===== src/rtl/kabf_pkg.sv =====
`default_nettype none
package kabf_pkg;

  localparam int unsigned COV_W = 48;
  localparam int unsigned VAL_W = 32;
  localparam int unsigned OPD_W = 49;
  localparam int unsigned SUM_W = 52;

  localparam logic [31:0] ANGLE_NOISE_RST   = 32'd4294967;
  localparam logic [31:0] BIAS_NOISE_RST    = 32'd12884902;
  localparam logic [31:0] MEASURE_NOISE_RST = 32'd128849019;

  localparam logic [1:0] REG_ANGLE_NOISE   = 2'd0;
  localparam logic [1:0] REG_BIAS_NOISE    = 2'd1;
  localparam logic [1:0] REG_MEASURE_NOISE = 2'd2;

  typedef enum logic [3:0] {
    OP_ANG_P,
    OP_T,
    OP_INNER,
    OP_P00,
    OP_P11,
    OP_S,
    OP_K0,
    OP_K1,
    OP_ANG_C,
    OP_BIAS_C,
    OP_N0,
    OP_P10C,
    OP_P11C,
    OP_P01C
  } op_t;

  typedef enum logic [1:0] {
    KIND_MUL,
    KIND_DIV,
    KIND_ALU
  } kind_t;

  typedef struct packed {
    logic load;
    logic start_mul;
    logic start_div;
    logic write;
    logic out_load;
    op_t  op;
  } cmd_t;

  typedef struct packed {
    logic mul_done;
    logic div_done;
    logic singular;
  } stat_t;

  function automatic kind_t op_kind(input op_t op);
    kind_t k;
    case (op)
      OP_INNER, OP_S: k = KIND_ALU;
      OP_K0, OP_K1:   k = KIND_DIV;
      default:        k = KIND_MUL;
    endcase
    return k;
  endfunction

  function automatic logic signed [SUM_W-1:0] ext48(input logic signed [COV_W-1:0] v);
    return {{(SUM_W-COV_W){v[COV_W-1]}}, v};
  endfunction

  function automatic logic signed [SUM_W-1:0] ext32(input logic signed [VAL_W-1:0] v);
    return {{(SUM_W-VAL_W){v[VAL_W-1]}}, v};
  endfunction

  function automatic logic signed [COV_W-1:0] sat48(input logic signed [SUM_W-1:0] v);
    logic signed [COV_W-1:0] r;
    if (v > 52'sh0_7FFF_FFFF_FFFF) r = 48'sh7FFF_FFFF_FFFF;
    else if (v < 52'shF_8000_0000_0000) r = 48'sh8000_0000_0000;
    else r = v[COV_W-1:0];
    return r;
  endfunction

  function automatic logic signed [VAL_W-1:0] sat32(input logic signed [SUM_W-1:0] v);
    logic signed [VAL_W-1:0] r;
    if (v > 52'sh0_0000_7FFF_FFFF) r = 32'sh7FFF_FFFF;
    else if (v < 52'shF_FFFF_8000_0000) r = 32'sh8000_0000;
    else r = v[VAL_W-1:0];
    return r;
  endfunction

  function automatic logic [COV_W-1:0] mag49(input logic signed [OPD_W-1:0] v);
    logic signed [OPD_W-1:0] n;
    n = -v;
    return v[OPD_W-1] ? n[COV_W-1:0] : v[COV_W-1:0];
  endfunction

endpackage
`default_nettype wire


===== src/rtl/kabf_ctrl.sv =====
`default_nettype none
module kabf_ctrl
  import kabf_pkg::*;
(
  input  wire logic  clk,
  input  wire logic  rst_n,
  input  wire logic  in_tvalid,
  output logic       in_tready,
  output logic       out_tvalid,
  input  wire logic  out_tready,
  input  wire stat_t stat,
  output cmd_t       cmd
);

  typedef enum logic [2:0] {
    ST_IDLE,
    ST_ISSUE,
    ST_WAIT,
    ST_OUT
  } state_t;

  state_t st_r;
  op_t    op_r;
  logic   out_valid_r;
  logic   step_end;
  kind_t  kind;

  always_comb begin
    kind          = op_kind(op_r);
    cmd           = '0;
    cmd.op        = op_r;
    in_tready     = 1'b0;
    step_end      = 1'b0;
    case (st_r)
      ST_IDLE: begin
        in_tready = 1'b1;
        cmd.load  = in_tvalid;
      end
      ST_ISSUE: begin
        if (kind == KIND_ALU || (kind == KIND_DIV && stat.singular)) begin
          cmd.write = 1'b1;
          step_end  = 1'b1;
        end else if (kind == KIND_DIV) begin
          cmd.start_div = 1'b1;
        end else begin
          cmd.start_mul = 1'b1;
        end
      end
      ST_WAIT: begin
        if (stat.mul_done || stat.div_done) begin
          cmd.write = 1'b1;
          step_end  = 1'b1;
        end
      end
      ST_OUT: begin
        cmd.out_load = !out_valid_r || out_tready;
      end
      default: ;
    endcase
  end

  always_ff @(posedge clk) begin
    if (!rst_n) begin
      st_r        <= ST_IDLE;
      op_r        <= OP_ANG_P;
      out_valid_r <= 1'b0;
    end else begin
      if (cmd.out_load) begin
        out_valid_r <= 1'b1;
      end else if (out_tready) begin
        out_valid_r <= 1'b0;
      end
      case (st_r)
        ST_IDLE: begin
          if (in_tvalid) begin
            st_r <= ST_ISSUE;
            op_r <= OP_ANG_P;
          end
        end
        ST_ISSUE: begin
          if (step_end) begin
            if (op_r == OP_P01C) begin
              st_r <= ST_OUT;
            end else begin
              op_r <= op_t'(op_r + 4'd1);
            end
          end else begin
            st_r <= ST_WAIT;
          end
        end
        ST_WAIT: begin
          if (step_end) begin
            if (op_r == OP_P01C) begin
              st_r <= ST_OUT;
            end else begin
              st_r <= ST_ISSUE;
              op_r <= op_t'(op_r + 4'd1);
            end
          end
        end
        ST_OUT: begin
          if (cmd.out_load) begin
            st_r <= ST_IDLE;
          end
        end
        default: st_r <= ST_IDLE;
      endcase
    end
  end

  assign out_tvalid = out_valid_r;

endmodule
`default_nettype wire


===== config.mk =====
export PLATFORM = sky130hd
export DESIGN_NAME = kabf_ctrl
export DESIGN_NICKNAME = d
export VERILOG_FILES = /design/src/rtl/kabf_pkg.sv /design/src/rtl/kabf_ctrl.sv
export SDC_FILE = /design/constraint.sdc
export NUM_CORES = 1
export LEC_CHECK = 0
export ABC_CLOCK_PERIOD_IN_PS = 2700
export BUFFER_PORTS_ARGS = -buffer_cell sky130_fd_sc_hd__buf_2
export CAP_MARGIN = 25
export CELL_PAD_IN_SITES_DETAIL_PLACEMENT = 0
export CELL_PAD_IN_SITES_GLOBAL_PLACEMENT = 1
export CORE_MARGIN = 2
export CORE_UTILIZATION = 30
export DETAILED_ROUTE_END_ITERATION = 6
export PLACE_DENSITY = 0.69
export SLEW_MARGIN = 0
export SYNTH_ARGS = -nofsm -noshare
export SYNTH_HDL_FRONTEND = slang
export SYNTH_SLANG_ARGS = --single-unit
export TNS_END_PERCENT = 30

===== constraint.sdc =====
create_clock -name clk -period 2.7 [get_ports clk]
set_input_delay 0.54 -clock clk [delete_from_list [all_inputs] [get_ports clk]]
set_output_delay 0.54 -clock clk [all_outputs]
set_load 0.005 [all_outputs]

-- Word-level counts from Yosys, hierarchy flattened
Index checks and enable logic that the tools add are counted.
- add/subtract/negate cells: 1
- muxes and demuxes: 24
- eq/ne operators: 16
- reduce and logical (&&, ||, !) cells: 13
- operators by type and width (kind ; count):
    two-way mux 3 bit ; 5
    == test 4 x 3 -> 1 bit, second input constant ; 3
    two-way mux 4 bit ; 3
    case mux 3 bit (4 select lines) ; 1
    two-way mux 1 bit ; 9
    inequality test 2 bit, second input constant ; 4
    case mux 4 bit (2 select lines) ; 1
    AND reduction 4 bit ; 2
    == test 3 x 2 -> 1 bit, second input constant ; 2
    two-way mux 2 bit ; 3
    OR reduction 2 bit ; 3
    adder 4 x 1 -> 4 bit, second input constant ; 1
    == test 4 x 2 -> 1 bit, second input constant ; 1
    == test 4 bit, second input constant ; 1
    case mux 2 bit (2 select lines) ; 1
    nonzero test 2 bit ; 2
    == test 3 x 1 -> 1 bit, second input constant ; 1
    logical NOT 3 bit ; 1
    logical OR 1 bit ; 3
    inequality test 3 bit, second input constant ; 1
    == test 2 x 1 -> 1 bit, second input constant ; 1
    == test 2 bit, second input constant ; 1
    inequality test 2 x 1 -> 1 bit, second input constant ; 1
    case mux 1 bit (2 select lines) ; 1
    other kinds (2) ; 2
- output and inout port bits: 11
- input port bits: 7
- register bits after elaboration: 8

-- Logic depth before layout (Yosys ltp)
Gate-level depths: netlist (run 1).
- word-level depth: 10
- mapped depth: 7
- mapped depth without buffers: 7

-- Worst setup path before layout (run 1)
OpenSTA, ideal clock, no wires.
- kind: reg2out
- start point: register op_r[1]
- end point: output port cmd[5] in the netlist's numbering
- setup slack: 672 ps
- buffers on the path: 1
- stages on the path, launching flop included: 8
- arrival time: 1488 ps
- cells stage by stage: dfxtp_1 inv_1 ha_1 and4bb_4 a31oi_2 and2_1 nor2_1 buf_4
- cells in the longest elaborated chain, start to end: 8
- elaborated cells on any way between the ends: 13
- those cells by class: 6 x eq/ne; 3 x mux; 4 x reduce/logical
- RTL lines (element ; RTL line ; text):
    start, declared ; kabf_ctrl.sv:23 ; op_t op_r;
    start signal, assigned ; kabf_ctrl.sv:85 ; op_r <= op_t'(op_r + 4'd1);
    start signal, assigned ; kabf_ctrl.sv:97 ; op_r <= op_t'(op_r + 4'd1);
    == test 4 x 3 -> 1 bit or == test 4 x 2 -> 1 bit (tied branches) ; kabf_pkg.sv:57 ; case (op)
    OR reduction 2 bit ; kabf_pkg.sv:57 ;
    case mux 2 bit (2 select lines) * ; kabf_pkg.sv:57 ;
    == test 2 x 1 -> 1 bit ; kabf_ctrl.sv:40 ; if (kind == KIND_ALU || (kind == KIND_DIV && stat.singular)) begin
    logical AND 1 bit ; kabf_ctrl.sv:40 ;
    logical OR 1 bit * ; kabf_ctrl.sv:40 ;
    two-way mux 1 bit * ; n/a ;
    case mux 1 bit (2 select lines) * ; n/a ;
    end, declared ; kabf_ctrl.sv:12 ; output cmd_t cmd
Every way passes the cells marked *; elsewhere a longest branch is shown, timed or not.

==> results.toml, run 1 <==
[drt]
first_pass_iters = 4
wirelength_microns = 1590
vias = 680
wl_per_cell_microns = 12.0
ant_nets = 0
drc_errors = 0
vias_per_cell = 5.11
drtIter0Drc = 10

[synth]
synth_nets = 100
synth_area_leader_cell = "dfxtp_1"
synth_top_area_share_pct = 20.8
synthAdderAreaFrac_pct = 14.8
synthSimpleGateAreaFrac_pct = 33.2
synth.distinct_cells = 35
synthTopCellsByArea = "dfxtp_1, ha_1, nor2_1, inv_1, nand2_1"
synth-seq-area-share_pct = 20.8
netlist_instances = 85
ys_seq_elements = 7
syn_area_per_cell_sq_um = 7.93
synth_top_family_by_area = "simple AND/OR/NAND/NOR gates"
synth_warnings = 0
synth_area_sq_um = 674
synth-compound-area-share_pct = 24.7
synth_xor_area_share_pct = 0
yosys-mux-area-fraction_pct = 1.48

[power]
ir_drop_mv = 0.272
power_leakage_nw = 0.350
power_density_nw_per_um2 = 641

[cells_and_area]
nets = 121
finalCoreUtilization_pct = 37.5
final_common_cell = "buf_2"
layout_common_cells = "buf_2, nor2_1, ha_1"
post_route_cells_drive_above_1_share_pct = 23.8
synthToLayoutAreaGrowth_pct = 20.6
diodes = 0

[setup_path]
cp-start-kind = "register"
worstSetupPathType = "reg -> out"
reg2reg_depth = 7
arrival_ns = 1.86
cp.required_ns = 2.16
cp_max_fo = 6
cp-end-kind = "primary output"

[worst_hold_path]
hold_class = "in -> reg"
hold_depth = 2

[clock_tree]
h-tree-depth = 1
cts_tree = "built"
holdBufCountCts = 0
clkSinkCount = 7
cts_buffer_depth = 2
ctsResizeCount = 0
post-cts-setup-buffers = 0
clock_latency_ns = 0.25
cts_root_buf = "clkbuf_4"
cts_buffers = 3
clk_pin_slew_worst_paths_ns = 0.05

[timing]
tns_ns = 0
hold_viol = 0
timing.fmax_mhz = 416
finClkSkew_ns = 0.00401
slew_viol_final = 0
worst_slew_pin_slew_ns = 0.303
setup_viol = 0
rsz0062_at_grt = "no"
slew_headroom_pct = 79.7
period_needed_ns = 2.40
post-route-period-util_pct = 89.1

[floorplan]
ioPinCount = 18
core_sq_um = 2170
fp.dieH_microns = 51.4
rows = 17
die_area_sq_um = 2640
fp.dieW_microns = 51.4
start_util_pct = 31.1

[job]
drv_cap = 0

[global_route]
grt_pass1_wl_microns = 2680
grt_pass1_vias = 613
grt_usage_pct = 13.4
grt_antenna_before_repair = 0
overflow = 0
grt_max_degree = 11

[placement]
port_buffers = 17
hpwlAfterDp_microns = 1280
globalplace.congestion = 0.771

[status]
status = "finished clean"
-- metal layers --
layer | global-route usage, % | wire length [microns] | up-vias | share of wire, %
met2 | 23.7 | 789 | 11 | 49
met5 | 0 | 0 | - | 0
met3 | 4.39 | 62 | 2 | 3.9
met4 | 2.63 | 8 | 0 | 0.50
met1 | 15.8 | 734 | 313 | 46
li1 | - | - | 354 | -
-- through the flow --
step | setup WS [ns] | std cells | power [mW] | hold WS [ns] | instance area (sq um)
6_report | 0.296 | 133 | 0.521 | 0.551 | 813
5_1_grt | 0.126 | 133 | 0.572 | 0.549 | 813
4_1_cts | 0.260 | 133 | 0.528 | 0.545 | 813
3_5_place_dp | 0.539 | 129 | 0.427 | 0.600 | 787
3_3_place_gp | 0.561 | 129 | 0.430 | 0.568 | 787
2_1_floorplan | 0.672 | 85 | 0.348 | 0.536 | 674
-- synthesized netlist by cell type --
cell and number:
a31oi_2 1, a31oi_1 3, nand2b_1 2, o21a_1 2
nor2b_1 4, nor4bb_1 1, inv_1 7, o21ai_1 1
o21ai_0 2, ha_1 8, and3_1 2, and2b_1 1
nor2_1 8, nor4_1 1, a221o_1 1, nand3_1 3
a2111oi_2 1, and4bb_4 1, mux2i_1 1, a21oi_1 4
dfxtp_1 7, a311oi_1 1, a32o_1 1, nand4b_1 1
a211o_1 1, buf_4 1, a31o_2 1, or2_1 1
a22oi_1 2, nand2_1 7, and2_1 2, and3_4 1
nand4_1 3, nor3_1 1, o311ai_1 1
-- registers in the layout, summed over array words and instances, names as in the netlist --
name / count
op_r: 4
st_r: 2
out_tvalid: 1
-- where the power goes --
group | internal, mW | switching, mW | leakage, nW
Sequential | 0.117 | 0.0201 | 0.0568
Clock | 0.0564 | 0.0389 | 0.0150
Combinational | 0.119 | 0.170 | 0.278
Total | 0.292 | 0.229 | 0.350
-- logic make-up (layout without fill, tap and decap cells) --
family / Yosys count / in the layout
AOI/OAI and AO/OA: 22 / 22
and+or+nand+nor: 39 / 39
adders and majority gates: 8 / 8
muxes: 1 / 1
DFF: 7 / 7
buffers and inverters: 8 / 28
-- worst max-delay path: stages (launching register included) --
cell,delay (ns)
dfxtp_1,0.40
inv_1,0.09
ha_1,0.25
and4bb_4,0.37
a31oi_2,0.11
and2_1,0.19
nor2_1,0.09
buf_2,0.11
-- cell type report --
type                    count  area, sq um
well taps                  28         35.0
fillers                   244         1360
repair buffers             17         85.1
multi-input cells          70          500
inverters                   7         26.3
clock buffers               4         26.3
flip-flops and latches      7          140
-- final timing paths --
| check | from | slack (ns) | to |
|---|---|---|---|
| setup reg to reg | op_r[1]$_SDFFE_PN0P_ | 0.53 | st_r[0]$_SDFFE_PN0P_ |
| hold reg to reg | op_r[3]$_SDFFE_PN0P_ | 0.59 | op_r[3]$_SDFFE_PN0P_ |
| hold / removal | rst_n | 0.55 | st_r[1]$_SDFFE_PN0P_ |
| setup / recovery | op_r[1]$_SDFFE_PN0P_ | 0.30 | cmd[5] |
(Power assumes the default switching activity.)
==> run 2: changes to the inputs <==
--- a/config.mk
+++ b/config.mk
@@ -11,9 +11,11 @@
 export CELL_PAD_IN_SITES_DETAIL_PLACEMENT = 0
 export CELL_PAD_IN_SITES_GLOBAL_PLACEMENT = 1
 export CORE_MARGIN = 2
-export CORE_UTILIZATION = 30
+export CORE_UTILIZATION = 36
+export CTS_CLUSTER_DIAMETER = 150
 export DETAILED_ROUTE_END_ITERATION = 6
-export PLACE_DENSITY = 0.69
+export MAX_ROUTING_LAYER = met4
+export PLACE_DENSITY = 0.8
 export SLEW_MARGIN = 0
 export SYNTH_ARGS = -nofsm -noshare
 export SYNTH_HDL_FRONTEND = slang
==> run 2 against run 1 <==
Against the previous run: highest routed layer unchanged; largest cell class unchanged; maximum frequency down 1.6%; non-clock buffer count unchanged; final area down 0.31%; largest power group unchanged.
==> results.toml, run 2 (synthesized netlist as in run 1, its figures left out) <==
[cells_and_area]
largest_reg_flops = 4
finalCoreUtilization_pct = 46.5
nets = 121
final_common_cell = "buf_2"
diodes = 0
nFillCells = 181
post_route_cells_drive_above_1_share_pct = 24.8
layout_common_cells = "buf_2, nor2_1, ha_1"
synthToLayoutAreaGrowth_pct = 20.2
largest-register = "op_r"

[global_route]
grt_max_degree = 11
grt_pass1_wl_microns = 2550
overflow = 0
grt_usage_pct = 16.8
grt_pass1_vias = 595
grt_antenna_before_repair = 0

[drt]
ant_nets = 0
first_pass_iters = 4
drtIter0Drc = 23
wl_per_cell_microns = 12.4
vias = 705
vias_per_cell = 5.42
drc_errors = 0
wirelength_microns = 1610

[floorplan]
ioPinCount = 18
die_area_sq_um = 2240
fp.dieH_microns = 47.3
fp.dieW_microns = 47.3
core_sq_um = 1750
rows = 15
start_util_pct = 38.6

[clock_tree]
holdBufCountCts = 0
cts_buffer_depth = 2
cts_root_buf = "clkbuf_4"
cts_tree = "built"
clock_latency_ns = 0.26
post-cts-setup-buffers = 0
cts_buffers = 3
h-tree-depth = 1
ctsResizeCount = 0
clkSinkCount = 7
clk_pin_slew_worst_paths_ns = 0.07

[timing]
hold_viol = 0
timing.fmax_mhz = 409
post-route-period-util_pct = 90.5
slew_headroom_pct = 77.9
rsz0062_at_grt = "no"
setup_viol = 0
slew_viol_final = 0
finClkSkew_ns = 0.0147
worst_slew_pin_slew_ns = 0.332
tns_ns = 0
period_needed_ns = 2.44

[worst_hold_path]
hold_end = "st_r[1]$_SDFFE_PN0P_"
worstHoldStart = "rst_n"
hold_depth = 2
hold_class = "in -> reg"

[setup_path]
cp_slowest_cell = "dfxtp_1"
reg2reg_from = "op_r[1]$_SDFFE_PN0P_"
reg2reg_depth = 7
cp_max_fo = 6
r2r_slack_ns = 0.47
path_buf_inv = 2
critPathLaunch = "op_r[1]$_SDFFE_PN0P_"
worstSetupPathType = "reg -> out"
cp-start-kind = "register"
path_cells = "inv_1, ha_1, and4bb_4, a31oi_2, and2_1, nor2_1, buf_2"
rr_endpoint = "st_r[0]$_SDFFE_PN0P_"
crit_family = "simple AND/OR/NAND/NOR gates"
cp-end-kind = "primary output"
cp.required_ns = 2.16
arrival_ns = 1.90
cpPeakStageDelay_ns = 0.40

[power]
power_density_nw_per_um2 = 650
power_leakage_nw = 0.352
ir_drop_mv = 0.239

[placement]
port_buffers = 17
globalplace.congestion = 0.766
hpwlAfterDp_microns = 1220

[job]
drv_cap = 0

[status]
status = "finished clean"
[run 2: changes by cell type in the layout (fill, tap and decap cells not counted), sizes merged]
cell    delta
clkinv     +1
clkbuf     -1
[run 2: cell type report]
cell class | instances | area (sq um) | share of cell area, %
Inverter | 7 | 26.3 | 3.24
Sequential cell | 7 | 140 | 17.3
Clock buffer | 3 | 22.5 | 2.78
Timing Repair Buffer | 17 | 85.1 | 10.5
Multi-Input combinational cell | 70 | 500 | 61.7
Tap cell | 25 | 31.3 | 3.86
Clock inverter | 1 | 5.00 | 0.617
[run 2: how the worst max path moves through the flow]
| stage | endpoint | slack [ns] | depth (start not counted) |
|---|---|---|---|
| 2_1_floorplan | cmd[5] | 0.67 | 7 |
| 3_3_place_gp | st_r[0]$_SDFFE_PN0P_ | 0.54 | 7 |
| 4_1_cts | cmd[5] | 0.25 | 7 |
| 5_1_grt | cmd[5] | 0.14 | 7 |
| 3_5_place_dp | st_r[0]$_SDFFE_PN0P_ | 0.52 | 7 |
| 6_report | cmd[5] | 0.26 | 7 |
[run 2: where the power goes]
part           internal, mW  leakage, nW  switching [mW]  total, mW
clock                0.0545       0.0177          0.0458      0.100
combinational         0.119        0.278           0.170      0.289
sequential            0.117       0.0568          0.0211      0.138
[run 2: routing by layer]
metal	track usage, %	up-vias	routed length, microns	share of wire, %
met3	6.92	2	131	8.2
li1	-	354	-	-
met4	3.33	0	6	0.37
met2	26.8	27	762	47
met5	-	-	0	0
met1	19.9	322	707	44
[run 2: stage by stage]
| step | cells | area (sq um) | setup slack, ns | hold slack, ns | power, mW |
|---|---|---|---|---|---|
| floorplan | 85 | 674 | 0.672 | 0.536 | 0.348 |
| global placement | 126 | 783 | 0.544 | 0.573 | 0.430 |
| detailed placement | 126 | 783 | 0.521 | 0.570 | 0.426 |
| CTS | 130 | 811 | 0.246 | 0.546 | 0.528 |
| global route | 130 | 811 | 0.140 | 0.557 | 0.569 |
| finish | 130 | 811 | 0.256 | 0.553 | 0.527 |
[run 2: worst reg2reg max path: stages, from the launching register on]
cell	delay, ns
dfxtp_1	0.40
inv_1	0.09
ha_1	0.26
and4bb_4	0.37
a31oi_2	0.11
a211o_1	0.35
and3_4	0.17
a2111oi_2	0.35
==> run 3: changes to the inputs <==
--- a/config.mk
+++ b/config.mk
@@ -5,17 +5,17 @@
 export SDC_FILE = /design/constraint.sdc
 export NUM_CORES = 1
 export LEC_CHECK = 0
-export ABC_CLOCK_PERIOD_IN_PS = 2700
+export ABC_CLOCK_PERIOD_IN_PS = 2100
 export BUFFER_PORTS_ARGS = -buffer_cell sky130_fd_sc_hd__buf_2
 export CAP_MARGIN = 25
 export CELL_PAD_IN_SITES_DETAIL_PLACEMENT = 0
 export CELL_PAD_IN_SITES_GLOBAL_PLACEMENT = 1
 export CORE_MARGIN = 2
-export CORE_UTILIZATION = 36
+export CORE_UTILIZATION = 33
 export CTS_CLUSTER_DIAMETER = 150
 export DETAILED_ROUTE_END_ITERATION = 6
 export MAX_ROUTING_LAYER = met4
-export PLACE_DENSITY = 0.8
+export PLACE_DENSITY = 0.77
 export SLEW_MARGIN = 0
 export SYNTH_ARGS = -nofsm -noshare
 export SYNTH_HDL_FRONTEND = slang
==> constraint.sdc (replaced) <==
create_clock -name clk -period 2.1 [get_ports clk]
set_input_delay 0.42 -clock clk [delete_from_list [all_inputs] [get_ports clk]]
set_output_delay 0.42 -clock clk [all_outputs]
set_load 0.005 [all_outputs]
==> run 3 against run 2 <==
Against the previous run: utilization is 3.8 points higher; sequential power is 22% higher; register-to-register slack worse by 0.40 ns; global-route usage is 0.14 points higher; final area is 20% higher; die area is 8.3% higher; non-clock buffer count is 13 higher; power is 53% higher; sequential share of layout area is 2.4 points lower.
==> results.toml, run 3 (synthesized netlist as in run 1, its figures left out) <==
[status]
status = "finished clean"

[global_route]
grt_max_degree = 8
overflow = 0
grt_pass1_wl_microns = 3110
grt_antenna_before_repair = 0
grt_usage_pct = 17.0
grt_pass1_vias = 722

[cells_and_area]
nets = 134
post_route_cells_drive_above_1_share_pct = 39.8
layout_common_cells = "buf_2, buf_4, nor2_1"
largest-register = "op_r"
largest_reg_flops = 4
synthToLayoutAreaGrowth_pct = 44.7
diodes = 0
final_common_cell = "buf_2"

[setup_path]
cp_max_fo = 5
cp_slowest_cell = "dfxtp_4"
path_cells = "inv_4, ha_4, nor4bb_1, o21ai_1, and2_4, nor2_1, buf_2"
crit_family = "simple AND/OR/NAND/NOR gates"
path_depth = 7
cpPeakStageDelay_ns = 0.41
cp-end-kind = "primary output"
worstSetupPathType = "reg -> out"
path_buf_inv = 2
reg2reg_depth = 8
cp.required_ns = 1.68
cp-start-kind = "register"
arrival_ns = 1.64

[floorplan]
die_area_sq_um = 2420
start_util_pct = 34.7
fp.dieW_microns = 49.2
ioPinCount = 18
rows = 16
core_sq_um = 1940
fp.dieH_microns = 49.2

[timing]
rsz0062_at_grt = "yes"
period_needed_ns = 2.06
finClkSkew_ns = 0.00185
slew_headroom_pct = 78.7
timing.fmax_mhz = 484
worst_slack_ns = 0.0353
setup_viol = 0
hold_viol = 0
worst_slew_pin_slew_ns = 0.318
post-route-period-util_pct = 98.3
slew_viol_final = 0
hold_ws_ns = 0.448

[worst_hold_path]
hold_depth = 2
hold_class = "in -> reg"

[drt]
drtIter0Drc = 25
wl_per_cell_microns = 14.3
wirelength_microns = 2080
vias = 773
vias_per_cell = 5.33
first_pass_iters = 4
ant_nets = 0
drc_errors = 0

[clock_tree]
clk_pin_slew_worst_paths_ns = 0.06
cts_tree = "built"
h-tree-depth = 1
clock_latency_ns = 0.26
cts_buffer_depth = 2
clkSinkCount = 7
cts_buffers = 3
cts_root_buf = "clkbuf_4"

[placement]
hpwlAfterDp_microns = 1470
port_buffers = 17
globalplace.congestion = 0.879
preCtsSetupSlack_ns = 0.00423

[power]
power_density_nw_per_um2 = 825
power_leakage_nw = 0.422
ir_drop_mv = 0.427

[job]
drv_cap = 0
## run 3: cell count changes in the layout (fill, tap and decap cells not counted), sizes merged
| cell | before | now |
|---|---|---|
| buf | 17 | 30 |
| clkbuf | 3 | 4 |
| clkinv | 1 | 0 |
## run 3: area by class of cell
| cell class | instances | area [sq um] |
|---|---|---|
| tap | 27 | 33.8 |
| clock buffer | 4 | 26.3 |
| timing repair buffer | 30 | 186 |
| fill | 203 | 966 |
| multi-input combinational | 70 | 556 |
| inverter | 7 | 28.8 |
| sequential | 7 | 145 |
## run 3: worst reg2reg max path, stage by stage, from the launching register on
cell       delay, ns
dfxtp_2         0.33
inv_1           0.07
ha_4            0.17
and4bb_4        0.31
a31oi_2         0.10
buf_4           0.14
a211o_1         0.31
and3_4          0.16
a2111oi_2       0.33
## run 3: worst paths after layout
kind	from	to	slack (ns)
worst max register to register	op_r[1]$_SDFFE_PN0P_	st_r[0]$_SDFFE_PN0P_	0.07
worst min-delay path	rst_n	st_r[1]$_SDFFE_PN0P_	0.45
worst max-delay path	op_r[0]$_SDFFE_PN0P_	cmd[5]	0.04
worst min register to register	out_tvalid$_SDFFE_PN0P_	out_tvalid$_SDFFE_PN0P_	0.61
## run 3: power breakdown
part           internal, mW  switching (mW)  total [mW]
Combinational         0.229           0.274       0.503
Clock                0.0732          0.0608       0.134
Sequential            0.150          0.0182       0.168
Total                 0.452           0.353       0.805
## run 3: per-stage QoR
| step | instance area (sq um) | setup TNS (ns) | total power [mW] | cells | utilization [%] |
|---|---|---|---|---|---|
| floorplan | 674 | 0 | 0.448 | 85 | - |
| global placement | 861 | 0 | 0.619 | 138 | 44.3 |
| detailed placement | 861 | 0 | 0.624 | 138 | 44.3 |
| CTS | 918 | -0.00464 | 0.771 | 144 | 47.3 |
| global route | 976 | -0.100 | 0.857 | 145 | 50.3 |
| finish | 976 | 0 | 0.805 | 145 | 50.3 |
## run 3: layer usage
| metal | up-vias | part of all wire (%) | wire [microns] | GRT usage [%] |
|---|---|---|---|---|
| met3 | 8 | 6.5 | 134 | 6.44 |
| met2 | 34 | 49 | 1030 | 29.1 |
| met1 | 347 | 42 | 874 | 17.6 |
| met5 | - | 0 | 0 | - |
| li1 | 384 | - | - | - |
| met4 | 0 | 2.0 | 41 | 6.19 |
## run 3: timing repair
| item | in CTS | in global routing |
|---|---|---|
| resized for setup | 7 | 9 |
| pin swaps | 3 | 4 |
| endpoints found under the setup margin | 3 | 3 |
| hold buffers | 0 | 0 |
| buffers inserted | 2 | 1 |
